`src/rtl/lbe_pkg.sv`:
```
// Shared types, constants and the color reorder function of the LED bit encoder.
package lbe_pkg;

	// Field widths
	localparam int PIXEL_W     = 24;
	localparam int TICK_W      = 15;
	localparam int ORDER_W     = 3;
	localparam int LED_CNT_W   = 11;
	localparam int CFG_IDX_W   = 3;
	localparam int CFG_DATA_W  = 15;

	// Bits sent for one LED, most significant first
	localparam int BITS_PER_LED = 24;
	localparam int BIT_CNT_W    = $clog2(BITS_PER_LED);
	localparam logic [BIT_CNT_W-1:0] LAST_BIT = BIT_CNT_W'(BITS_PER_LED - 1);

	// Depth of the queue between front and back
	localparam int QUEUE_DEPTH = 2;

	// Color byte masks on the input pixel
	localparam logic [PIXEL_W-1:0] RED_MASK   = 24'hFF0000;
	localparam logic [PIXEL_W-1:0] GREEN_MASK = 24'h00FF00;
	localparam logic [PIXEL_W-1:0] BLUE_MASK  = 24'h0000FF;

	// Wire byte orders
	localparam logic [ORDER_W-1:0] ORDER_RGB = 3'd0;
	localparam logic [ORDER_W-1:0] ORDER_RBG = 3'd1;
	localparam logic [ORDER_W-1:0] ORDER_GRB = 3'd2;
	localparam logic [ORDER_W-1:0] ORDER_GBR = 3'd3;
	localparam logic [ORDER_W-1:0] ORDER_BRG = 3'd4;
	localparam logic [ORDER_W-1:0] ORDER_BGR = 3'd5;

	// Register indexes
	localparam logic [CFG_IDX_W-1:0] REG_COLOR_ORDER = 3'd0;
	localparam logic [CFG_IDX_W-1:0] REG_ONE_HIGH    = 3'd1;
	localparam logic [CFG_IDX_W-1:0] REG_ZERO_HIGH   = 3'd2;
	localparam logic [CFG_IDX_W-1:0] REG_LOW         = 3'd3;
	localparam logic [CFG_IDX_W-1:0] REG_LED_COUNT   = 3'd4;

	// Register reset values
	localparam logic [ORDER_W-1:0]   RST_COLOR_ORDER = ORDER_RGB;
	localparam logic [TICK_W-1:0]    RST_ONE_HIGH    = 15'd32;
	localparam logic [TICK_W-1:0]    RST_ZERO_HIGH   = 15'd16;
	localparam logic [TICK_W-1:0]    RST_LOW         = 15'd34;
	localparam logic [LED_CNT_W-1:0] RST_LED_COUNT   = 11'd1;

	typedef struct packed {
		logic [ORDER_W-1:0]   color_order;
		logic [TICK_W-1:0]    one_high_ticks;
		logic [TICK_W-1:0]    zero_high_ticks;
		logic [TICK_W-1:0]    low_ticks;
		logic [LED_CNT_W-1:0] led_count;
	} lbe_cfg_t;

	// One classified pixel waiting for the back end
	typedef struct packed {
		logic [PIXEL_W-1:0] word;
		logic               frame_end;
	} lbe_job_t;

	// Queue status seen by the front end, the back end and the top level
	typedef struct packed {
		logic not_empty;
		logic full;
	} lbe_q_stat_t;

	// Put the color bytes into wire order; unused codes pass as RGB
	function automatic logic [PIXEL_W-1:0] lbe_reorder(input logic [ORDER_W-1:0] order,
			input logic [PIXEL_W-1:0] pixel);
		logic [7:0] r;
		logic [7:0] g;
		logic [7:0] b;
		logic [PIXEL_W-1:0] word;
		r = 8'((pixel & RED_MASK) >> 16);
		g = 8'((pixel & GREEN_MASK) >> 8);
		b = 8'(pixel & BLUE_MASK);
		unique case (order)
			ORDER_RBG: word = {r, b, g};
			ORDER_GRB: word = {g, r, b};
			ORDER_GBR: word = {g, b, r};
			ORDER_BRG: word = {b, r, g};
			ORDER_BGR: word = {b, g, r};
			default:   word = {r, g, b};
		endcase
		return word;
	endfunction

endpackage

```
`src/rtl/lbe_if.sv`:
```
// Request channels for pixels in and bit pulses out.
interface lbe_pixel_if import lbe_pkg::*; ();
	logic               valid;
	logic               ready;
	logic [PIXEL_W-1:0] pixel;

	modport source (output valid, output pixel, input ready);
	modport sink   (input valid, input pixel, output ready);
endinterface

interface lbe_pulse_if import lbe_pkg::*; ();
	logic              valid;
	logic              ready;
	logic [TICK_W-1:0] high_ticks;
	logic [TICK_W-1:0] low_ticks_out;
	logic              bit_value;
	logic              last_of_pixel;
	logic              last_of_frame;

	modport source (output valid, output high_ticks, output low_ticks_out, output bit_value,
		output last_of_pixel, output last_of_frame, input ready);
	modport sink   (input valid, input high_ticks, input low_ticks_out, input bit_value,
		input last_of_pixel, input last_of_frame, output ready);
endinterface

```
`src/rtl/lbe_front.sv`:
```
// Front end: accept pixels, reorder bytes and mark the pixel that ends a frame.
module lbe_front import lbe_pkg::*; #(
	parameter int MAX_LEDS = 1024
) (
	input  logic         clk,
	input  logic         arst_n,
	lbe_pixel_if.sink    pixel_in,
	input  lbe_cfg_t     cfg,
	input  lbe_q_stat_t  q_stat,
	output logic         push,
	output lbe_job_t     job
);

	localparam int IDX_W  = (MAX_LEDS > 1) ? $clog2(MAX_LEDS) : 1;
	localparam int MAX_W  = $clog2(MAX_LEDS + 1);
	localparam int CW0    = (IDX_W > LED_CNT_W) ? IDX_W : LED_CNT_W;
	localparam int CW     = (MAX_W > CW0) ? MAX_W : CW0;

	logic [IDX_W-1:0] pixel_index_q;
	logic [CW-1:0]    count;
	logic [CW-1:0]    count_raw;
	logic             frame_end;

	// Accept whenever the queue has room
	assign pixel_in.ready = !q_stat.full;
	assign push           = pixel_in.valid && !q_stat.full;

	// Clamp the LED count to one through MAX_LEDS
	always_comb begin
		count_raw = CW'(cfg.led_count);
		if (count_raw == '0) begin
			count = CW'(1);
		end else if (count_raw > CW'(MAX_LEDS)) begin
			count = CW'(MAX_LEDS);
		end else begin
			count = count_raw;
		end
	end

	assign frame_end     = CW'(pixel_index_q) >= (count - CW'(1));
	assign job.word      = lbe_reorder(cfg.color_order, pixel_in.pixel);
	assign job.frame_end = frame_end;

	// Advance the pixel position, wrap at frame end
	always_ff @(posedge clk or negedge arst_n) begin
		if (!arst_n) begin
			pixel_index_q <= '0;
		end else if (push) begin
			if (frame_end) begin
				pixel_index_q <= '0;
			end else begin
				pixel_index_q <= pixel_index_q + 1'b1;
			end
		end
	end

endmodule

```
`src/rtl/lbe_queue.sv`:
```
// Short queue of classified pixels between front and back ends.
module lbe_queue import lbe_pkg::*; #(
	parameter int DEPTH = 2
) (
	input  logic        clk,
	input  logic        arst_n,
	input  logic        push,
	input  lbe_job_t    push_job,
	input  logic        pop,
	output lbe_job_t    head,
	output lbe_q_stat_t stat
);

	localparam int PTR_W = (DEPTH > 1) ? $clog2(DEPTH) : 1;
	localparam int CNT_W = $clog2(DEPTH + 1);

	lbe_job_t          mem_q [DEPTH];
	logic [PTR_W-1:0]  wr_ptr_q;
	logic [PTR_W-1:0]  rd_ptr_q;
	logic [CNT_W-1:0]  count_q;

	assign head           = mem_q[rd_ptr_q];
	assign stat.not_empty = count_q != '0;
	assign stat.full      = count_q == CNT_W'(DEPTH);

	// Store pushed entries
	always_ff @(posedge clk) begin
		if (push) begin
			mem_q[wr_ptr_q] <= push_job;
		end
	end

	// Move pointers and track fill level
	always_ff @(posedge clk or negedge arst_n) begin
		if (!arst_n) begin
			wr_ptr_q <= '0;
			rd_ptr_q <= '0;
			count_q  <= '0;
		end else begin
			if (push) begin
				wr_ptr_q <= (wr_ptr_q == PTR_W'(DEPTH - 1)) ? '0 : wr_ptr_q + 1'b1;
			end
			if (pop) begin
				rd_ptr_q <= (rd_ptr_q == PTR_W'(DEPTH - 1)) ? '0 : rd_ptr_q + 1'b1;
			end
			if (push && !pop) begin
				count_q <= count_q + 1'b1;
			end else if (pop && !push) begin
				count_q <= count_q - 1'b1;
			end
		end
	end

endmodule

```
`src/rtl/lbe_back.sv`:
```
// Back end: shift a pixel out as 24 bit pulses through an output register.
module lbe_back import lbe_pkg::*; (
	input  logic         clk,
	input  logic         arst_n,
	input  lbe_cfg_t     cfg,
	input  lbe_q_stat_t  q_stat,
	input  lbe_job_t     head,
	output logic         pop,
	lbe_pulse_if.source  pulse_out
);

	logic [PIXEL_W-1:0]   word_q;
	logic                 frame_end_q;
	logic                 busy_q;
	logic [BIT_CNT_W-1:0] bit_cnt_q;
	logic                 out_valid_q;
	logic                 advance;
	logic                 emit;
	logic                 last_bit;

	assign advance  = !out_valid_q || pulse_out.ready;
	assign emit     = advance && busy_q;
	assign last_bit = bit_cnt_q == LAST_BIT;
	assign pop      = q_stat.not_empty && (!busy_q || (emit && last_bit));

	// Load the next pixel or shift to the next bit
	always_ff @(posedge clk or negedge arst_n) begin
		if (!arst_n) begin
			busy_q    <= 1'b0;
			bit_cnt_q <= '0;
		end else if (pop) begin
			busy_q    <= 1'b1;
			bit_cnt_q <= '0;
		end else if (emit) begin
			bit_cnt_q <= bit_cnt_q + 1'b1;
			if (last_bit) begin
				busy_q <= 1'b0;
			end
		end
	end

	always_ff @(posedge clk) begin
		if (pop) begin
			word_q      <= head.word;
			frame_end_q <= head.frame_end;
		end else if (emit) begin
			word_q <= word_q << 1;
		end
	end

	// Hold the pulse until taken
	always_ff @(posedge clk or negedge arst_n) begin
		if (!arst_n) begin
			out_valid_q <= 1'b0;
		end else if (advance) begin
			out_valid_q <= busy_q;
		end
	end

	always_ff @(posedge clk) begin
		if (emit) begin
			pulse_out.high_ticks    <= word_q[PIXEL_W-1] ? cfg.one_high_ticks
				: cfg.zero_high_ticks;
			pulse_out.low_ticks_out <= cfg.low_ticks;
			pulse_out.bit_value     <= word_q[PIXEL_W-1];
			pulse_out.last_of_pixel <= last_bit;
			pulse_out.last_of_frame <= last_bit && frame_end_q;
		end
	end

	assign pulse_out.valid = out_valid_q;

endmodule

```
`src/rtl/addressable_led_bit_pulse_encoder_core.sv`:
```
// The first pulse of a pixel passes the queue entry, the back end shift register and the output register.
// Each pixel gives 24 pulses, one pulse per cycle while the pulse output is ready, counted by the back end bit counter.
// A two-entry queue lets the front end take the next pixel while a pixel is shifting out.
// Reset: registers return to RGB order, 32/16/34 ticks and one LED; the pixel index is zero.
// Reset also empties the queue and drops any pending pulse.
module addressable_led_bit_pulse_encoder_core import lbe_pkg::*; #(
	parameter int MAX_LEDS = 1024
) (
	input  logic                  clk,
	input  logic                  arst_n,
	lbe_pixel_if.sink             pixel_in,
	lbe_pulse_if.source           pulse_out,
	input  logic                  cfg_we,
	input  logic [CFG_IDX_W-1:0]  cfg_index,
	input  logic [CFG_DATA_W-1:0] cfg_wdata
);

	lbe_cfg_t    cfg_q;
	lbe_q_stat_t q_stat;
	lbe_job_t    push_job;
	lbe_job_t    head;
	logic        push;
	logic        pop;

	// Write configuration registers; unknown indexes are dropped
	always_ff @(posedge clk or negedge arst_n) begin
		if (!arst_n) begin
			cfg_q.color_order     <= RST_COLOR_ORDER;
			cfg_q.one_high_ticks  <= RST_ONE_HIGH;
			cfg_q.zero_high_ticks <= RST_ZERO_HIGH;
			cfg_q.low_ticks       <= RST_LOW;
			cfg_q.led_count       <= RST_LED_COUNT;
		end else if (cfg_we) begin
			unique case (cfg_index)
				REG_COLOR_ORDER: cfg_q.color_order     <= cfg_wdata[ORDER_W-1:0];
				REG_ONE_HIGH:    cfg_q.one_high_ticks  <= cfg_wdata[TICK_W-1:0];
				REG_ZERO_HIGH:   cfg_q.zero_high_ticks <= cfg_wdata[TICK_W-1:0];
				REG_LOW:         cfg_q.low_ticks       <= cfg_wdata[TICK_W-1:0];
				REG_LED_COUNT:   cfg_q.led_count       <= cfg_wdata[LED_CNT_W-1:0];
				default: ;
			endcase
		end
	end

	lbe_front #(.MAX_LEDS(MAX_LEDS)) u_front (
		.clk      (clk),
		.arst_n   (arst_n),
		.pixel_in (pixel_in),
		.cfg      (cfg_q),
		.q_stat   (q_stat),
		.push     (push),
		.job      (push_job)
	);

	lbe_queue #(.DEPTH(QUEUE_DEPTH)) u_queue (
		.clk      (clk),
		.arst_n   (arst_n),
		.push     (push),
		.push_job (push_job),
		.pop      (pop),
		.head     (head),
		.stat     (q_stat)
	);

	lbe_back u_back (
		.clk       (clk),
		.arst_n    (arst_n),
		.cfg       (cfg_q),
		.q_stat    (q_stat),
		.head      (head),
		.pop       (pop),
		.pulse_out (pulse_out)
	);

	// A taken pixel is waiting in the queue on the next cycle
	assert property (@(posedge clk) disable iff (!arst_n)
		(pixel_in.valid && pixel_in.ready) |=> q_stat.not_empty)
		else $error("queue empty after pixel request");

	// Never pop an empty queue
	assert property (@(posedge clk) disable iff (!arst_n) pop |-> q_stat.not_empty)
		else $error("pop from empty queue");

	// A frame ends only on the last bit of a pixel
	assert property (@(posedge clk) disable iff (!arst_n)
		(pulse_out.valid && pulse_out.last_of_frame) |-> pulse_out.last_of_pixel)
		else $error("frame end off pixel boundary");

endmodule

```
`src/flat_wrapper.sv`:
```
// flat-port wrapper written by rule: the top's interface ports become plain ports
module addressable_led_bit_pulse_encoder_core_flat import lbe_pkg::*;
#(
	parameter int MAX_LEDS = 1024
)
  (clk, arst_n, cfg_we, cfg_index, cfg_wdata, pixel_in_valid, pixel_in_pixel, pixel_in_ready, pulse_out_valid, pulse_out_high_ticks, pulse_out_low_ticks_out, pulse_out_bit_value, pulse_out_last_of_pixel, pulse_out_last_of_frame, pulse_out_ready);
  lbe_pixel_if pixel_in_i ();
  lbe_pulse_if pulse_out_i ();
  input  logic clk;
  input  logic arst_n;
  input  logic cfg_we;
  input  logic [CFG_IDX_W-1:0] cfg_index;
  input  logic [CFG_DATA_W-1:0] cfg_wdata;
  input wire logic [$bits(pixel_in_i.valid)-1:0] pixel_in_valid;
  input wire logic [$bits(pixel_in_i.pixel)-1:0] pixel_in_pixel;
  output wire logic [$bits(pixel_in_i.ready)-1:0] pixel_in_ready;
  output wire logic [$bits(pulse_out_i.valid)-1:0] pulse_out_valid;
  output wire logic [$bits(pulse_out_i.high_ticks)-1:0] pulse_out_high_ticks;
  output wire logic [$bits(pulse_out_i.low_ticks_out)-1:0] pulse_out_low_ticks_out;
  output wire logic [$bits(pulse_out_i.bit_value)-1:0] pulse_out_bit_value;
  output wire logic [$bits(pulse_out_i.last_of_pixel)-1:0] pulse_out_last_of_pixel;
  output wire logic [$bits(pulse_out_i.last_of_frame)-1:0] pulse_out_last_of_frame;
  input wire logic [$bits(pulse_out_i.ready)-1:0] pulse_out_ready;
  assign pixel_in_i.valid = pixel_in_valid;
  assign pixel_in_i.pixel = pixel_in_pixel;
  assign pixel_in_ready = pixel_in_i.ready;
  assign pulse_out_valid = pulse_out_i.valid;
  assign pulse_out_high_ticks = pulse_out_i.high_ticks;
  assign pulse_out_low_ticks_out = pulse_out_i.low_ticks_out;
  assign pulse_out_bit_value = pulse_out_i.bit_value;
  assign pulse_out_last_of_pixel = pulse_out_i.last_of_pixel;
  assign pulse_out_last_of_frame = pulse_out_i.last_of_frame;
  assign pulse_out_i.ready = pulse_out_ready;
  addressable_led_bit_pulse_encoder_core #(.MAX_LEDS(MAX_LEDS)) u_core (.clk(clk), .arst_n(arst_n), .pixel_in(pixel_in_i), .pulse_out(pulse_out_i), .cfg_we(cfg_we), .cfg_index(cfg_index), .cfg_wdata(cfg_wdata));
endmodule
```
`config.mk`:
```
export PLATFORM = sky130hd
export DESIGN_NAME = addressable_led_bit_pulse_encoder_core_flat
export DESIGN_NICKNAME = d
export VERILOG_FILES = /design/src/rtl/lbe_pkg.sv /design/src/rtl/lbe_if.sv /design/src/rtl/lbe_front.sv /design/src/rtl/lbe_queue.sv /design/src/rtl/lbe_back.sv /design/src/rtl/addressable_led_bit_pulse_encoder_core.sv /design/src/flat_wrapper.sv
export SDC_FILE = /design/constraint.sdc
export NUM_CORES = 1
export LEC_CHECK = 0
export BUFFER_PORTS_ARGS = -buffer_cell sky130_fd_sc_hd__buf_4
export CAP_MARGIN = 5
export CORE_MARGIN = 3
export CORE_UTILIZATION = 30
export CTS_CLUSTER_DIAMETER = 150
export DETAILED_ROUTE_END_ITERATION = 8
export GPL_TIMING_DRIVEN = 0
export PLACE_DENSITY = 0.53
export SLEW_MARGIN = 0
export SYNTH_ARGS = -nofsm -noshare
export SYNTH_HDL_FRONTEND = slang
export SYNTH_HIERARCHICAL = 1
export SYNTH_SLANG_ARGS = --single-unit
```
`constraint.sdc`:
```
create_clock -name clk -period 5.7 [get_ports clk]
set_input_delay 1.425 -clock clk [delete_from_list [all_inputs] [get_ports clk]]
set_output_delay 1.425 -clock clk [all_outputs]
set_load 0.01 [all_outputs]
```
==> impl_results.md <==
- # nets final: ~850
- CTS root buffer: clkbuf_16
- Hpwl dp: 14500 µm
- RD Place Congestion: about 0.80
- Num rows: 63
- Crit path DAT: around 3.8 ns
- Max-cap violations: 0
- CTS H-Tree Depth: 4
- IO Pins: 82
- Crit-path most repeated cell: nor3_1
- Leakage: 4.34 nW
- Crit end category: register
- WP data required: around 6.0 ns
- Utilization after layout: 36.8%
- Finished Layout Cells: 1187
- Post-synth EDFFs: roughly 110
- ANT nets after route: 0
- Rel. slew slack: 18.2%
- Max incr delay on CP: 0.48 ns
- Post-synth top area share: 34.9%
- IO Port Bufs: slightly above 80
- CTS max path bufs: 2
- Ys flop type: edfxtp_1
- Placed insts: 1155
- Vias: 5944
- Synth Instances: 683
- Crit path kind: reg2reg
- Synth top area cells: edfxtp_1, dfrtp_1, mux2_2, mux2_4, ha_1
- Die Y: ~180 µm
- WL/cell: 17.7 µm
- Vias in the first global route: 5877
- RSZ-0062 raised after global routing: false
- Fillers: 2940
- Register area share after synthesis: between 50% and 60%
- Peak supply drop: 251 µV
- DRC Markers: 0
- Slew Viols, Final: 0
- CP startpoint: u_core/cfg_q[5]$_DFFE_PN0P_
- Routed WL: around 21000 µm
- CTS tree: yes
- Min Tclk post-route: between 3 and 4 ns
- Overflow after GRT: 0
- Worst-path fanout max: 10
- Effective utilization at floorplan: 30.9%
- Fin Setup TNS: 0 ns
- CP max stage cell: dfrtp_1
- Worst path bufs/invs: 2
- Post-Syn Area per Cell: 13.6 µm²
- Die area: 33200 µm²
- Synth cell types: 64
- Worst path top cell family by delay: simple AND/OR/NAND/NOR gates
- Top cells by count, synth: edfxtp_1, dfrtp_1, mux2_2, nand2_1, mux2_4
- Via density: 5.01
- Critical-path cell list: nor3_1 > nand2_1 > nor3_1 > o21ai_0 > ha_1 > clkbuf_1 > nand2_1 > mux2i_1 > a21o_1 > ha_1 > nand3_1 > nor3_1 > a221oi_2 > a21oi_2 > buf_4
- HP Start: u_core/cfg_q[11]$_DFFE_PN0P_
- Core area: around 30000 µm²
- Footprint of the multi-input gates: roughly 3700 µm²
- Sequential cell area: roughly 5300 µm²
- CTS clk-pin slew, worst paths: 0.08 ns
- Largest net degree at the start of global routing: around 80
- Layout area overhead: 19.0%
- CTS Sinks: 188
- Layout cells sized above 1: 35.9%
- YS warnings: 6
- Hold Fails Final Rpt: 0
- PostCTS Resize Cnt: 0
- Count leader, synth: edfxtp_1
- Worst hold slack: 0.442 ns
- First-pass GRT wire length: 33500 µm
- Antenna diodes: 0
- DRT Pass-1 Iters: 5
- Worst Skew: 0.0155 ns
- Finish-stage setup viols: 0
- Antenna violations before repair: 0
- Die Wd: 182 µm
- HP Class: reg2reg
- Iter 0 DRT Violations: 419
- GRT Util Overall: about an eighth
- Post-Place Setup Slack: 1.69 ns
- CP Launch Type: register
- Reg2reg start: u_core/cfg_q[5]$_DFFE_PN0P_
- Worst-Margin Slew: 1.23 ns
- Flops & latches, synth: 188
- Cts bufs inserted: 17
- P per Cell Area: 426 nW/µm²
- Post-synth top area cell: edfxtp_1
- Tcrit/Tclk final: ~60%
- Ys async rst share: 42.6%
- F_max: 0.285 GHz
- Mapped Area: between 9000 and 10000 µm²
- Setup slack after layout: 2.20 ns
- Postcts setup bufs: 0
- Synthesized Nets: 744
- Status: complete, no violations
- CTS Hold Buffers Added: 0
- Clock Latency Late Sink: ~0.44 ns
==> stage by stage <==
step | area (µm²) | power (mW)
after floorplan | 9300 | 3.05
after global placement | 10400 | 3.48
after detailed placement | 10400 | 3.51
after CTS | 11100 | 4.78
after global routing | 11100 | 5.02
final | 11100 | 4.72
==> worst paths after layout <==
kind	cells after the start	slack, ns	endpoint
max	15	2.20	u_core/u_queue/mem_q[1][0]$_DFFE_PP_
min	0	0.44	u_core/u_back/pulse_out.low_ticks_out[0]$_DFFE_PP_
max reg2reg	15	2.20	u_core/u_queue/mem_q[1][0]$_DFFE_PP_
min reg2reg	0	0.44	u_core/u_back/pulse_out.low_ticks_out[0]$_DFFE_PP_
max in group asynchronous	1	3.82	u_core/cfg_q[27]$_DFFE_PN0P_
min in group asynchronous	1	1.19	u_core/cfg_q[19]$_DFFE_PN0P_
==> state kept, by name, indices dropped and copies added (netlist names) <==
name                                   flops
u_core/u_queue/mem_q                      50
u_core/u_back/frame_end_q                  1
u_core/u_back/busy_q                       1
u_core/u_back/pulse_out.valid              1
u_core/u_back/pulse_out.last_of_pixel      1
u_core/u_back/pulse_out.low_ticks_out     15
u_core/u_back/pulse_out.high_ticks        15
u_core/u_queue/wr_ptr_q                    1
u_core/u_back/word_q                      24
u_core/u_back/bit_cnt_q                    5
u_core/cfg_q                              59
u_core/u_back/pulse_out.last_of_frame      1
u_core/u_back/pulse_out.bit_value          1
u_core/u_queue/rd_ptr_q                    1
u_core/u_front/pixel_index_q              10
u_core/u_queue/count_q                     2
==> cells in the final DEF (no fill, tap or decap), drive strengths merged, types with 3 or more instances in the layout <==
master,count
buf,115
edfxtp,108
mux2,107
dfrtp,75
nand2,41
o21ai,35
clkbuf,33
a21oi,32
o311a,23
a31o,23
inv,20
o31ai,17
nor2,16
nand3,15
nand2b,15
ha,14
a22oi,11
mux2i,10
nor2b,9
a22o,8
nor3,6
xor2,6
dfstp,5
xnor2,5
and2,5
clkinv,4
a31oi,4
o211ai,4
a21o,3
and4bb,3
or3,3
==> cells by family after synthesis <==
family	synth area share [%]
AND/OR/NAND/NOR	7.72
buffers and inverters	4.14
AO/OA/AOI/OAI	13.2
XOR/XNOR	1.04
multiplexers	15.6
flip-flops	56.5
adder cells (fa/ha/maj)	1.88
==> layer usage <==
metal	global-route usage, %	wire (µm)	part of all wire [%]	vias to the layer above
met1	18.9	10200	49	2956
met2	19.4	9550	46	153
met4	3.05	195	0.93	0
met3	2.35	997	4.8	12
li1	-	-	-	2823
met5	0	0	0	-
==> cell type report <==
class,count,share of cell area (%)
flip-flops and latches,188,47.4
clock buffers,17,3.84
inverters,9,0.305
plain buffers,49,3.18
well taps,390,4.41
clock inverters,15,1.97
repair buffers,82,5.74
multi-input cells,437,33.1
==> report_power, final <==
group,internal [mW],switching (mW)
sequential,1.85,0.174
clock,0.622,0.622
combinational,0.688,0.757
No activity file was read; power rests on OpenSTA's default activity.
